[src/hdl/assert_macros.svh]
// Assertion macros used by the RTL.
`ifndef ASSERT_MACROS_SVH
`define ASSERT_MACROS_SVH

`ifndef ASSERT_OFF
`define ASSERT_IMPLIES(label, clk, rst, ante, cons) \
   label: assert property (@(posedge clk) disable iff (rst) (ante) |-> (cons)) \
      else $error("same-cycle implication failed");
`define ASSERT_NEXT(label, clk, rst, ante, cons) \
   label: assert property (@(posedge clk) disable iff (rst) (ante) |=> (cons)) \
      else $error("next-cycle implication failed");
`else
`define ASSERT_IMPLIES(label, clk, rst, ante, cons)
`define ASSERT_NEXT(label, clk, rst, ante, cons)
`endif

`endif

[src/hdl/cgi_pkg.sv]
`default_nettype none
package cgi_pkg;

   localparam int MAX_STOPS     = 7;
   localparam int POSITION_BITS = 16;
   localparam int FRAC_BITS     = 16;
   localparam int DIV_STEP      = 4;
   localparam int DIV_STAGES    = FRAC_BITS / DIV_STEP;
   localparam int LATENCY       = DIV_STAGES + 3;

   localparam int STOP_W     = 40;
   localparam int POS_LSB    = 24;
   localparam int CHAN_W     = 8;
   localparam int NUM_CHANS  = 3;
   localparam int COLOR_W    = CHAN_W * NUM_CHANS;
   localparam int PROD_W     = CHAN_W + FRAC_BITS + 1;
   localparam int COUNT_W    = 3;
   localparam int CSR_IDX_W  = 3;
   localparam int STOP_IDX_W = $clog2(MAX_STOPS);

   localparam logic [CSR_IDX_W-1:0] CSR_STOP_COUNT = 3'd0;
   localparam logic [CSR_IDX_W-1:0] CSR_STOP_BASE  = 3'd1;

   localparam logic [FRAC_BITS:0] FRAC_ONE  = (FRAC_BITS + 1)'(1) << FRAC_BITS;
   localparam logic [PROD_W:0]    FRAC_HALF = (PROD_W + 1)'(1) << (FRAC_BITS - 1);

   typedef logic [POSITION_BITS-1:0] pos_type;
   typedef logic [COLOR_W-1:0]       color_type;
   typedef logic [STOP_W-1:0]        stop_type;

   typedef struct packed {
      logic                 interp;
      logic                 nz;
      pos_type              rem;
      pos_type              den;
      logic [FRAC_BITS-1:0] quo;
      color_type            c_from;
      color_type            c_to;
   } div_type;

   function automatic pos_type stop_pos(stop_type s);
      return POSITION_BITS'(s >> POS_LSB);
   endfunction

   function automatic color_type stop_color(stop_type s);
      return s[COLOR_W-1:0];
   endfunction

endpackage
`default_nettype wire

[src/hdl/color_gradient_interpolator.sv]
// Piecewise-linear color gradient: maps a position to an RGB color from up to
// seven sorted stops.
// Input: a position is taken at each clock edge where start is high and busy
// is low. busy is high only in the cycle after reset, so one position can be
// taken every cycle.
// Output: each position yields one beat, shown for one cycle with rsp_strobe
// high, in input order. The receiver cannot stall; beats are never held.
// Pipeline: each position passes interval compare, four divider stages of four
// quotient bits each with the interval select in the first, channel products,
// and round with the output register, in that order.
// The fraction divider is pipelined, so throughput is one position per cycle.
// Config: csr_index 0 is the stop count, 1..7 are the stops (position in
// bits 39:24, red 23:16, green 15:8, blue 7:0). csr_ready is high except in
// the cycle after reset. Write only while no beat is in flight.
// Reset: synchronous, clears the stop count, stops and all valid bits; with
// no stops the block returns black with rsp_color_valid low.
`default_nettype none
`include "assert_macros.svh"
module color_gradient_interpolator (
   input  wire logic                                clock,
   input  wire logic                                reset,
   input  wire logic                                start,
   output      logic                                busy,
   input  wire logic [cgi_pkg::POSITION_BITS-1:0]   req_position,
   output      logic                                rsp_strobe,
   output      logic [cgi_pkg::CHAN_W-1:0]          rsp_red,
   output      logic [cgi_pkg::CHAN_W-1:0]          rsp_green,
   output      logic [cgi_pkg::CHAN_W-1:0]          rsp_blue,
   output      logic                                rsp_color_valid,
   input  wire logic                                csr_valid,
   output      logic                                csr_ready,
   input  wire logic [cgi_pkg::CSR_IDX_W-1:0]       csr_index,
   input  wire logic [cgi_pkg::STOP_W-1:0]          csr_wdata
);

   logic                             busy_ff;
   logic                             accept;
   logic [cgi_pkg::COUNT_W-1:0]      stop_count_ff;
   cgi_pkg::stop_type                stop_ff [cgi_pkg::MAX_STOPS];

   logic [cgi_pkg::COUNT_W-1:0]      n_eff;
   logic [cgi_pkg::MAX_STOPS-2:0]    match_in;
   logic [cgi_pkg::STOP_IDX_W-1:0]   last_in;
   logic                             ge_last_in;

   logic                             s1_valid_ff;
   cgi_pkg::pos_type                 s1_pos_ff;
   logic [cgi_pkg::MAX_STOPS-2:0]    s1_match_ff;
   logic [cgi_pkg::STOP_IDX_W-1:0]   s1_last_ff;
   logic                             s1_ge_last_ff;
   logic                             s1_nz_ff;

   logic [cgi_pkg::STOP_IDX_W-1:0]   sel;
   logic                             hit;
   cgi_pkg::stop_type                stop_from;
   cgi_pkg::stop_type                stop_to;
   cgi_pkg::div_type                 div_first;

   logic                             div_valid_ff [cgi_pkg::DIV_STAGES];
   cgi_pkg::div_type                 div_ff       [cgi_pkg::DIV_STAGES];

   logic [cgi_pkg::FRAC_BITS-1:0]    frac;
   logic [cgi_pkg::FRAC_BITS:0]      wfrom;
   logic                             mul_valid_ff;
   logic                             mul_nz_ff;
   logic [cgi_pkg::PROD_W-1:0]       mul_a_ff [cgi_pkg::NUM_CHANS];
   logic [cgi_pkg::PROD_W-1:0]       mul_b_ff [cgi_pkg::NUM_CHANS];

   logic [cgi_pkg::PROD_W:0]         sum      [cgi_pkg::NUM_CHANS];
   logic [cgi_pkg::CHAN_W-1:0]       chan_out [cgi_pkg::NUM_CHANS];
   logic                             out_valid_ff;
   logic                             out_nz_ff;
   logic [cgi_pkg::CHAN_W-1:0]       out_ff   [cgi_pkg::NUM_CHANS];

   assign busy      = busy_ff;
   assign csr_ready = !busy_ff;
   assign accept    = start && !busy_ff;

   always_ff @(posedge clock) begin
      if (reset) begin
         busy_ff <= 1'b1;
      end else begin
         busy_ff <= 1'b0;
      end
   end

   // register file
   always_ff @(posedge clock) begin
      if (reset) begin
         stop_count_ff <= '0;
         for (int i = 0; i < cgi_pkg::MAX_STOPS; i++) begin
            stop_ff[i] <= '0;
         end
      end else if (csr_valid && csr_ready) begin
         if (csr_index == cgi_pkg::CSR_STOP_COUNT) begin
            stop_count_ff <= csr_wdata[cgi_pkg::COUNT_W-1:0];
         end else begin
            for (int i = 0; i < cgi_pkg::MAX_STOPS; i++) begin
               if (csr_index == cgi_pkg::CSR_STOP_BASE + cgi_pkg::CSR_IDX_W'(i)) begin
                  stop_ff[i] <= csr_wdata;
               end
            end
         end
      end
   end

   // stage 1: interval compares
   always_comb begin
      n_eff = (stop_count_ff > cgi_pkg::COUNT_W'(cgi_pkg::MAX_STOPS))
            ? cgi_pkg::COUNT_W'(cgi_pkg::MAX_STOPS) : stop_count_ff;
      for (int i = 0; i < cgi_pkg::MAX_STOPS - 1; i++) begin
         match_in[i] = (cgi_pkg::COUNT_W'(i + 1) < n_eff)
                    && (req_position >= cgi_pkg::stop_pos(stop_ff[i]))
                    && (req_position <  cgi_pkg::stop_pos(stop_ff[i + 1]));
      end
      last_in    = cgi_pkg::STOP_IDX_W'(n_eff - cgi_pkg::COUNT_W'(1));
      ge_last_in = req_position >= cgi_pkg::stop_pos(stop_ff[last_in]);
   end

   always_ff @(posedge clock) begin
      if (reset) begin
         s1_valid_ff <= 1'b0;
      end else begin
         s1_valid_ff <= accept;
      end
   end

   always_ff @(posedge clock) begin
      s1_pos_ff     <= req_position;
      s1_match_ff   <= match_in;
      s1_last_ff    <= last_in;
      s1_ge_last_ff <= ge_last_in;
      s1_nz_ff      <= n_eff != '0;
   end

   // stage 2: pick the first matching pair, form numerator and denominator
   always_comb begin
      sel = '0;
      hit = 1'b0;
      for (int i = cgi_pkg::MAX_STOPS - 2; i >= 0; i--) begin
         if (s1_match_ff[i]) begin
            sel = cgi_pkg::STOP_IDX_W'(i);
            hit = 1'b1;
         end
      end
      stop_from = stop_ff[sel];
      stop_to   = stop_ff[sel + cgi_pkg::STOP_IDX_W'(1)];

      div_first.interp = hit;
      div_first.nz     = s1_nz_ff;
      div_first.rem    = hit ? s1_pos_ff - cgi_pkg::stop_pos(stop_from) : '0;
      div_first.den    = cgi_pkg::stop_pos(stop_to) - cgi_pkg::stop_pos(stop_from);
      div_first.quo    = '0;
      div_first.c_to   = cgi_pkg::stop_color(stop_to);
      priority if (!s1_nz_ff) begin
         div_first.c_from = '0;
      end else if (hit) begin
         div_first.c_from = cgi_pkg::stop_color(stop_from);
      end else if (s1_ge_last_ff) begin
         div_first.c_from = cgi_pkg::stop_color(stop_ff[s1_last_ff]);
      end else begin
         div_first.c_from = cgi_pkg::stop_color(stop_ff[0]);
      end
   end

   // fraction divider: restoring, DIV_STEP quotient bits per stage
   for (genvar k = 0; k < cgi_pkg::DIV_STAGES; k++) begin : g_div
      cgi_pkg::div_type src;
      cgi_pkg::div_type div_in;
      logic             src_valid;

      if (k == 0) begin : g_head
         assign src       = div_first;
         assign src_valid = s1_valid_ff;
      end else begin : g_body
         assign src       = div_ff[k - 1];
         assign src_valid = div_valid_ff[k - 1];
      end

      always_comb begin
         logic [cgi_pkg::POSITION_BITS:0] trial;
         div_in = src;
         for (int j = 0; j < cgi_pkg::DIV_STEP; j++) begin
            trial = {div_in.rem, 1'b0};
            if (trial >= {1'b0, div_in.den}) begin
               div_in.rem = cgi_pkg::POSITION_BITS'(trial - {1'b0, div_in.den});
               div_in.quo = {div_in.quo[cgi_pkg::FRAC_BITS-2:0], 1'b1};
            end else begin
               div_in.rem = cgi_pkg::POSITION_BITS'(trial);
               div_in.quo = {div_in.quo[cgi_pkg::FRAC_BITS-2:0], 1'b0};
            end
         end
      end

      always_ff @(posedge clock) begin
         if (reset) begin
            div_valid_ff[k] <= 1'b0;
         end else begin
            div_valid_ff[k] <= src_valid;
         end
      end

      always_ff @(posedge clock) begin
         div_ff[k] <= div_in;
      end
   end

   // channel products
   always_comb begin
      frac  = div_ff[cgi_pkg::DIV_STAGES-1].interp
            ? div_ff[cgi_pkg::DIV_STAGES-1].quo : '0;
      wfrom = cgi_pkg::FRAC_ONE - {1'b0, frac};
   end

   always_ff @(posedge clock) begin
      if (reset) begin
         mul_valid_ff <= 1'b0;
      end else begin
         mul_valid_ff <= div_valid_ff[cgi_pkg::DIV_STAGES-1];
      end
   end

   always_ff @(posedge clock) begin
      mul_nz_ff <= div_ff[cgi_pkg::DIV_STAGES-1].nz;
      for (int ch = 0; ch < cgi_pkg::NUM_CHANS; ch++) begin
         mul_a_ff[ch] <= cgi_pkg::PROD_W'(
            div_ff[cgi_pkg::DIV_STAGES-1].c_from[ch*cgi_pkg::CHAN_W +: cgi_pkg::CHAN_W])
            * cgi_pkg::PROD_W'(wfrom);
         mul_b_ff[ch] <= cgi_pkg::PROD_W'(
            div_ff[cgi_pkg::DIV_STAGES-1].c_to[ch*cgi_pkg::CHAN_W +: cgi_pkg::CHAN_W])
            * cgi_pkg::PROD_W'(frac);
      end
   end

   // round half up and output register
   always_comb begin
      for (int ch = 0; ch < cgi_pkg::NUM_CHANS; ch++) begin
         sum[ch] = {1'b0, mul_a_ff[ch]} + {1'b0, mul_b_ff[ch]} + cgi_pkg::FRAC_HALF;
         chan_out[ch] = sum[ch][cgi_pkg::FRAC_BITS +: cgi_pkg::CHAN_W];
      end
   end

   always_ff @(posedge clock) begin
      if (reset) begin
         out_valid_ff <= 1'b0;
      end else begin
         out_valid_ff <= mul_valid_ff;
      end
   end

   always_ff @(posedge clock) begin
      out_nz_ff <= mul_nz_ff;
      for (int ch = 0; ch < cgi_pkg::NUM_CHANS; ch++) begin
         out_ff[ch] <= chan_out[ch];
      end
   end

   assign rsp_strobe      = out_valid_ff;
   assign rsp_color_valid = out_nz_ff;
   assign rsp_red         = out_ff[2];
   assign rsp_green       = out_ff[1];
   assign rsp_blue        = out_ff[0];

   `ASSERT_IMPLIES(a_beat_follows_req, clock, reset, rsp_strobe,
                   $past(accept, cgi_pkg::LATENCY))
   `ASSERT_IMPLIES(a_no_stops_black, clock, reset, rsp_strobe && !rsp_color_valid,
                   rsp_red == '0 && rsp_green == '0 && rsp_blue == '0)
   `ASSERT_NEXT(a_count_write, clock, reset,
                csr_valid && csr_ready && csr_index == cgi_pkg::CSR_STOP_COUNT,
                stop_count_ff == $past(csr_wdata[cgi_pkg::COUNT_W-1:0]))

endmodule
`default_nettype wire

[config.mk]
export PLATFORM = sky130hd
export DESIGN_NAME = color_gradient_interpolator
export DESIGN_NICKNAME = d
export VERILOG_FILES = /design/src/hdl/cgi_pkg.sv /design/src/hdl/color_gradient_interpolator.sv
export VERILOG_INCLUDE_DIRS = /design/src /design/src/hdl
export SDC_FILE = /design/constraint.sdc
export NUM_CORES = 2
export LEC_CHECK = 0
export ABC_AREA = 1
export BUFFER_PORTS_ARGS = -buffer_cell sky130_fd_sc_hd__buf_2
export CORE_MARGIN = 4
export CORE_UTILIZATION = 50
export DETAILED_ROUTE_END_ITERATION = 7
export PLACE_DENSITY = 0.66
export SKIP_LAST_GASP = 1
export SYNTH_ARGS = -nofsm -noshare
export SYNTH_HDL_FRONTEND = slang
export SYNTH_SLANG_ARGS = --single-unit
[constraint.sdc]
create_clock -name clock -period 16.75 [get_ports clock]
set_input_delay 3.35 -clock clock [delete_from_list [all_inputs] [get_ports clock]]
set_output_delay 3.35 -clock clock [all_outputs]
set_load 0.01 [all_outputs]
* After elaboration in Yosys (flattened, before gate mapping) *
Memory sizes are Yosys's and may differ from the RTL's. A register that Yosys moved wholly into a read port is not among the register bits.
Index checks and enable logic that the tools add are counted.
W data, S select, Z words.

cells by class
  equality and inequality tests = 7
  $mul = 6
  reduce and logical (&&, ||, !) cells = 18
  bitwise gates (word level) = 11
  magnitude comparators = 36
  muxes and demuxes = 99
  add/sub/neg operators = 27

operators by type and width
  cell                      count
  $mux W16                  18
  $sub A16 B16 Y16          18
  $mux W40                  7
  $ge A17 B16 Y1            16
  $ge A16 B16 Y1            7
  $lt A16 B16 Y1            6
  $mul A8 B17 Y25           3
  $add A24 B16 Y24 const B  3
  $add A24 B24 Y24          3
  $mul A8 B16 Y24           3
  $mux W24                  3
  $mux W1                   64
  $mux W3                   7
  $sub A17 B16 Y17 const A  1
  $logic_and A1 B1 Y1       14
  $eq A3 B3 Y1 const B      4
  $or A1 B1 Y1              11
  $lt A3 B3 Y1 const A      3
  $eq A3 B2 Y1 const B      2
  $lt A2 B3 Y1 const A      2
  $add A3 B1 Y3 const B     1
  $eq A3 B1 Y1 const B      1
  $gt A3 B3 Y1 const B      1
  $logic_not A3 Y1          1
  other kinds (5)           5

word-level totals
  word-level logic and storage cells = 220
  input port bits = 63
  register bits = 32
  bits in writable memories = 847
  output and inout bits = 28
  memories = 6

memory list
  memory        depth  width  rd ports  clocked after Yosys merged registers in  write ports  line                               RTL
  div_ff        4      98     4         0                                        4            color_gradient_interpolator.sv:60  cgi_pkg::div_type div_ff [cgi_pkg::DIV_STAGES];
  stop_ff       7      40     11        1                                        7            color_gradient_interpolator.sv:39  cgi_pkg::stop_type stop_ff [cgi_pkg::MAX_STOPS];
  mul_a_ff      3      25     3         0                                        3            color_gradient_interpolator.sv:66  logic [cgi_pkg::PROD_W-1:0] mul_a_ff [cgi_pkg::NUM_CHANS];
  mul_b_ff      3      24     3         0                                        3            color_gradient_interpolator.sv:67  logic [cgi_pkg::PROD_W-1:0] mul_b_ff [cgi_pkg::NUM_CHANS];
  out_ff        3      8      3         0                                        3            color_gradient_interpolator.sv:73  logic [cgi_pkg::CHAN_W-1:0] out_ff [cgi_pkg::NUM_CHANS];
  div_valid_ff  4      1      4         1                                        4            color_gradient_interpolator.sv:59  logic div_valid_ff [cgi_pkg::DIV_STAGES];

* Longest topological paths before layout *
An unclocked memory read counts as a cell.

  depth in word-level cells = 17
  gate-level depth with buffers = 89
  gate-level depth less buffers = 81

* Worst setup path before layout *
Ideal clock, no wire load.

  path type = reg-to-reg
  start point = reg s1_match_ff[5] (netlist name)
  end point = mem div_ff[0][89] (netlist name)
  period minus slack after synthesis = 12.033 ns
  data arrival time = 11.921 ns
  required time = 16.638 ns
  buffers on the path = 11
  setup time = 0.112 ns
  stages on the path, launching flop included = 87
  path slack = 4.717 ns
  path through = dfxtp_1 nand2_1 nand2_1 nand2_1 nand2_2 nand2_2 buf_6 inv_2 clkbuf_1 clkbuf_1 buf_1 ha_1 or2_2 nand2_1 inv_1 clkbuf_1 o211ai_1 o21ai_0 [... 51 more ...] buf_6 buf_6 nand2_1 inv_1 ha_1 nand3_1 nand2_1 a21oi_1 o21bai_1 a21oi_1 inv_1 nand2_1 o2111ai_1 a211oi_2 nand3_4 buf_4 nand2_1 nand2_1

RTL lines
  what                    line                                RTL
  from (decl)             color_gradient_interpolator.sv:48   logic [cgi_pkg::MAX_STOPS-2:0] s1_match_ff;
  from (signal assigned)  color_gradient_interpolator.sv:130  s1_match_ff <= match_in;
  to (decl)               color_gradient_interpolator.sv:60

==> qor.txt <==
STA
-------------------------------------------------------------------------------------
Actual slew at the worst max-slew pin                                         1.26 ns
Setup repair after global routing missed its margin                                no
Worst slew slack as a fraction of its limit                                     0.159
Final setup violation count                                                         0
WHS                                                                          0.305 ns
Final worst path period share                                                   0.872
Final sum of negative setup slack                                                0 ns
Worst-case clock skew                                                       0.0543 ns
Shortest period the worst path allows                                        14.61 ns
Number of hold violations in the final report                                       0
Pins over their slew limit                                                          0
Highest Clock Rate                                                         0.0685 GHz

WORST SETUP PATH
-------------------------------------------------------------------------------------
Top cell by count, worst path                                            sky130_fd_sc_hd__nand2_1
Reg2reg start                                                            s1_match_ff[4]
Endpoint required time on the critical path                                  17.42 ns
Critical-path cell with the highest stage delay                          sky130_fd_sc_hd__buf_4
Reg-to-reg endpoint                                                      div_ff[0][88]
Kind of end point of the critical path                                      flip-flop
Data arrival time of the critical path                                       15.28 ns
Category of the worst setup path launch point                               flip-flop
Worst reg2reg setup slack                                                     2.14 ns
Reg2Reg Depth                                                                      74
Largest incremental delay on the critical path                                0.79 ns
Critical path class                                                        reg -> reg
Worst Path Max Fanout                                                             106

GLOBAL ROUTE
-------------------------------------------------------------------------------------
Global-route wire length before repair                                         339 mm
Initial antenna violation count                                                    15
Met3 track demand over resource                                                0.0417
Largest net degree at the start of global routing                                 107
Met2 Usage GRT                                                                  0.472
Number of global-route vias before repair                                       60700
Total global-route track usage                                                  0.286
Final global-route overflow total                                                   0
Met1 routing resource usage after global routing                                0.379
Busiest layer in global routing                                                  met2

PWR
-------------------------------------------------------------------------------------
Worst vdd ir                                                                 0.585 mV
Power density relative to cell area                                        207 mW/mm2
Leakage power summed over all cells                                         0.0364 uW

WORST HOLD PATH
-------------------------------------------------------------------------------------
Hold endpoint                                                            div_ff[3][3]
Hold Path Cell Cnt                                                                  0
Min-Delay Startpoint                                                     div_ff[2][3]
Worst hold-check path type                                                 reg -> reg

DRT
-------------------------------------------------------------------------------------
Post-DRT Antenna Nets                                                               0
Number of DRC violations after detailed-routing iteration 0                      5691
Final wirelength                                                               219 mm
Number of detailed-routing iterations run before antenna repair                     7
Total number of vias                                                            61100
Ratio of routed vias to standard cells                                           5.64
Post-DR wirelength/cell                                                       20.2 um
Drc violations                                                                      0

SYNTHESIS
-------------------------------------------------------------------------------------
Synthesized Nets                                                                10300
Prevailing post-synth register cell                                      sky130_fd_sc_hd__dfxtp_1
Cell area after technology mapping                                         0.0716 mm2
Syn Area/Cell                                                                8.03 um2
Number of flip-flops and latches in the synthesized netlist                       824
Number of flops mapped to enable cells by yosys                                   280
YS warnings                                                                         0
Seq/Total Area, Yosys                                                           0.269
Async SR Flop Fraction                                                              0
Number of instances in the synthesized netlist                                   8921
Distinct cell type count of the synthesized netlist                                70

FLOORPLAN
-------------------------------------------------------------------------------------
Total core area                                                             0.142 mm2
Die area                                                                    0.149 mm2
Die extent in y                                                                387 um
I/O pins                                                                           91
Initial standard-cell utilization of the core                                   0.505
Width of the die                                                               387 um
Placement row count                                                               138

CLOCK NETWORK
-------------------------------------------------------------------------------------
Clock-pin slew of the registers on the worst-case setup and hold paths        0.07 ns
Maximum buffer depth of the clock tree                                              3
Number of clock buffers inserted by TritonCTS                                      91
Post-cts sizing count                                                               0
CTS sink count                                                                    824
Post-CTS Setup Inserts                                                              0
Buffer cell driving the clock tree root                                  sky130_fd_sc_hd__clkbuf_16
Hold Buf Count CTS                                                                  0
Clock latency reported for the late side of the worst-skew pair               0.73 ns
H-tree depth                                                                        3
Clock tree from TritonCTS                                                        done

PLACE
-------------------------------------------------------------------------------------
Final RePlAce weighted congestion                                               0.943
Buffers on Ports                                                                   90
DPL Wire Length                                                                162 mm

FINAL LAYOUT
-------------------------------------------------------------------------------------
Relative area change from synthesis to final layout                             7.33%
Fraction of layout instances using a drive strength above 1                    0.0556
Nets                                                                            10200

RUN
-------------------------------------------------------------------------------------
Max-cap check violation count                                                       0

OUTCOME
-------------------------------------------------------------------------------------
Run status                                                               finished clean

stage by stage:
step	power, uW	cell area (um2)	instances	setup WS [ns]	util
5_1_grt	17700	76900	10800	0.788	0.542
6_report	15900	76900	10800	2.14	0.542
3_3_place_gp	13500	73600	10600	2.58	0.518
4_1_cts	15900	76900	10800	2.29	0.542
3_5_place_dp	13700	73600	10600	2.36	0.518
2_1_floorplan	11700	71600	8921	4.72	-
Yosys cell counts, types with 19 or more instances:
library cell               count  share of area
sky130_fd_sc_hd__nor4_1       19         0.0017
sky130_fd_sc_hd__nand4_1      63         0.0055
sky130_fd_sc_hd__o21ai_1      28         0.0020
sky130_fd_sc_hd__a21o_1       30         0.0031
sky130_fd_sc_hd__o21bai_1     25         0.0026
sky130_fd_sc_hd__o211ai_1     76         0.0080
sky130_fd_sc_hd__buf_6        19         0.0030
sky130_fd_sc_hd__o22ai_1     104         0.0091
sky130_fd_sc_hd__nand3_1     187          0.013
sky130_fd_sc_hd__a211oi_1     60         0.0063
sky130_fd_sc_hd__a31oi_1      24         0.0021
sky130_fd_sc_hd__edfxtp_1    280           0.12
sky130_fd_sc_hd__o221ai_1     28         0.0034
sky130_fd_sc_hd__inv_2        29         0.0015
sky130_fd_sc_hd__xnor2_1     135          0.017
sky130_fd_sc_hd__dfxtp_1     544           0.15
sky130_fd_sc_hd__xor2_1      244          0.030
sky130_fd_sc_hd__nor3_1       49         0.0034
sky130_fd_sc_hd__a21oi_1     615          0.043
sky130_fd_sc_hd__fa_1        525           0.15
sky130_fd_sc_hd__o21ai_0     612          0.043
sky130_fd_sc_hd__ha_1        793           0.14
sky130_fd_sc_hd__nor2_1      948          0.050
sky130_fd_sc_hd__inv_1      1253          0.066
sky130_fd_sc_hd__nand2_2      25         0.0022
sky130_fd_sc_hd__o21ai_2      19         0.0023
sky130_fd_sc_hd__nand2_1    1687          0.088
sky130_fd_sc_hd__clkbuf_1    256          0.013
sky130_fd_sc_hd__a21boi_0     19         0.0020
sequential cells by signal, summed over array words and instances (netlist names), 4 cells and up, named ones only:
register / flops
div_valid_ff: 4
mul_a_ff: 72
out_ff: 24
div_ff: 336
stop_ff: 280
mul_b_ff: 72
s1_match_ff: 6
s1_pos_ff: 16
layout by cell type, fill, tap and decap left out, drive strengths merged, types with 5 or more instances in the layout:
| cell | count |
|---|---|
| o211ai | 76 |
| xnor2 | 135 |
| clkbuf | 113 |
| nor3 | 54 |
| diode | 9 |
| bufinv | 8 |
| inv | 1302 |
| xor2 | 244 |
| buf | 154 |
| ha | 793 |
| o2111ai | 5 |
| clkinv | 38 |
| o31ai | 9 |
| clkinvlp | 9 |
| o21a | 17 |
| o21bai | 26 |
| nand4 | 63 |
| a221oi | 7 |
| dfxtp | 544 |
| fa | 525 |
| or2 | 18 |
| a21boi | 25 |
| nand3b | 11 |
| o221ai | 28 |
| a31oi | 25 |
| nor4 | 19 |
| o21ai | 659 |
| edfxtp | 280 |
| a21o | 30 |
| nand3 | 203 |
| a211oi | 61 |
| a21oi | 628 |
| nor2 | 965 |
| a22oi | 10 |
| nand2 | 1719 |
| o22ai | 104 |
critical path, delay by kind of cell (launching register included):
| kind | cells | cell delay, ns |
|---|---|---|
| compound gates | 31 | 6.07 |
| simple gates | 28 | 3.32 |
| buf+inv | 9 | 2.66 |
| fa+ha+maj | 5 | 1.82 |
| flops | 1 | 0.38 |
| xor+xnor | 1 | 0.19 |
logic make-up (layout without fill, tap and decap cells):
kind of cell               Yosys count  after routing  share of synthesized area
and+or+nand+nor                   3058           3058                      0.174
buffers and inverters             1623           1624                     0.0885
other                                0              9                          0
xor gates and xnor gates           379            379                     0.0463
AOI/OAI and AO/OA                 1719           1719                      0.136
DFF                                824            824                      0.269
adders and majority gates         1318           1318                      0.285
per-layer routing:
layer,vias to the layer above,routed length [um]
met1,29000,91300
met5,-,12
met3,572,17000
li1,28900,-
met4,2,9710
met2,2588,101000
how the worst max path moves through the flow:
stage / from / to / slack [ns] / cells after the start
detailed placement: s1_match_ff[4] / div_ff[0][88] / 2.36 / 74
global route: s1_match_ff[4] / div_ff[0][95] / 0.79 / 75
floorplan: s1_match_ff[5] / div_ff[0][89] / 4.72 / 86
CTS: s1_match_ff[4] / div_ff[0][88] / 2.29 / 74
global placement: s1_match_ff[4] / div_ff[0][95] / 2.58 / 74
finish: s1_match_ff[4] / div_ff[0][88] / 2.14 / 74
report_power, final:
part | total [uW] | switching (uW) | internal, uW
Clock | 2170 | 927 | 1240
Combinational | 11200 | 7000 | 4210
Sequential | 2540 | 152 | 2390
Total | 15900 | 8080 | 7840
area by class of cell:
class	count	area, um2
Antenna cell	9	22.5
Tap cell	1890	2360
Sequential cell	824	19300
Inverter	1299	4900
Timing Repair Buffer	154	931
Multi-Input combinational cell	6474	46100
Fill cell	13400	65100
Clock inverter	58	731
Clock buffer	113	2560
Power figures use the tool's default switching activity.
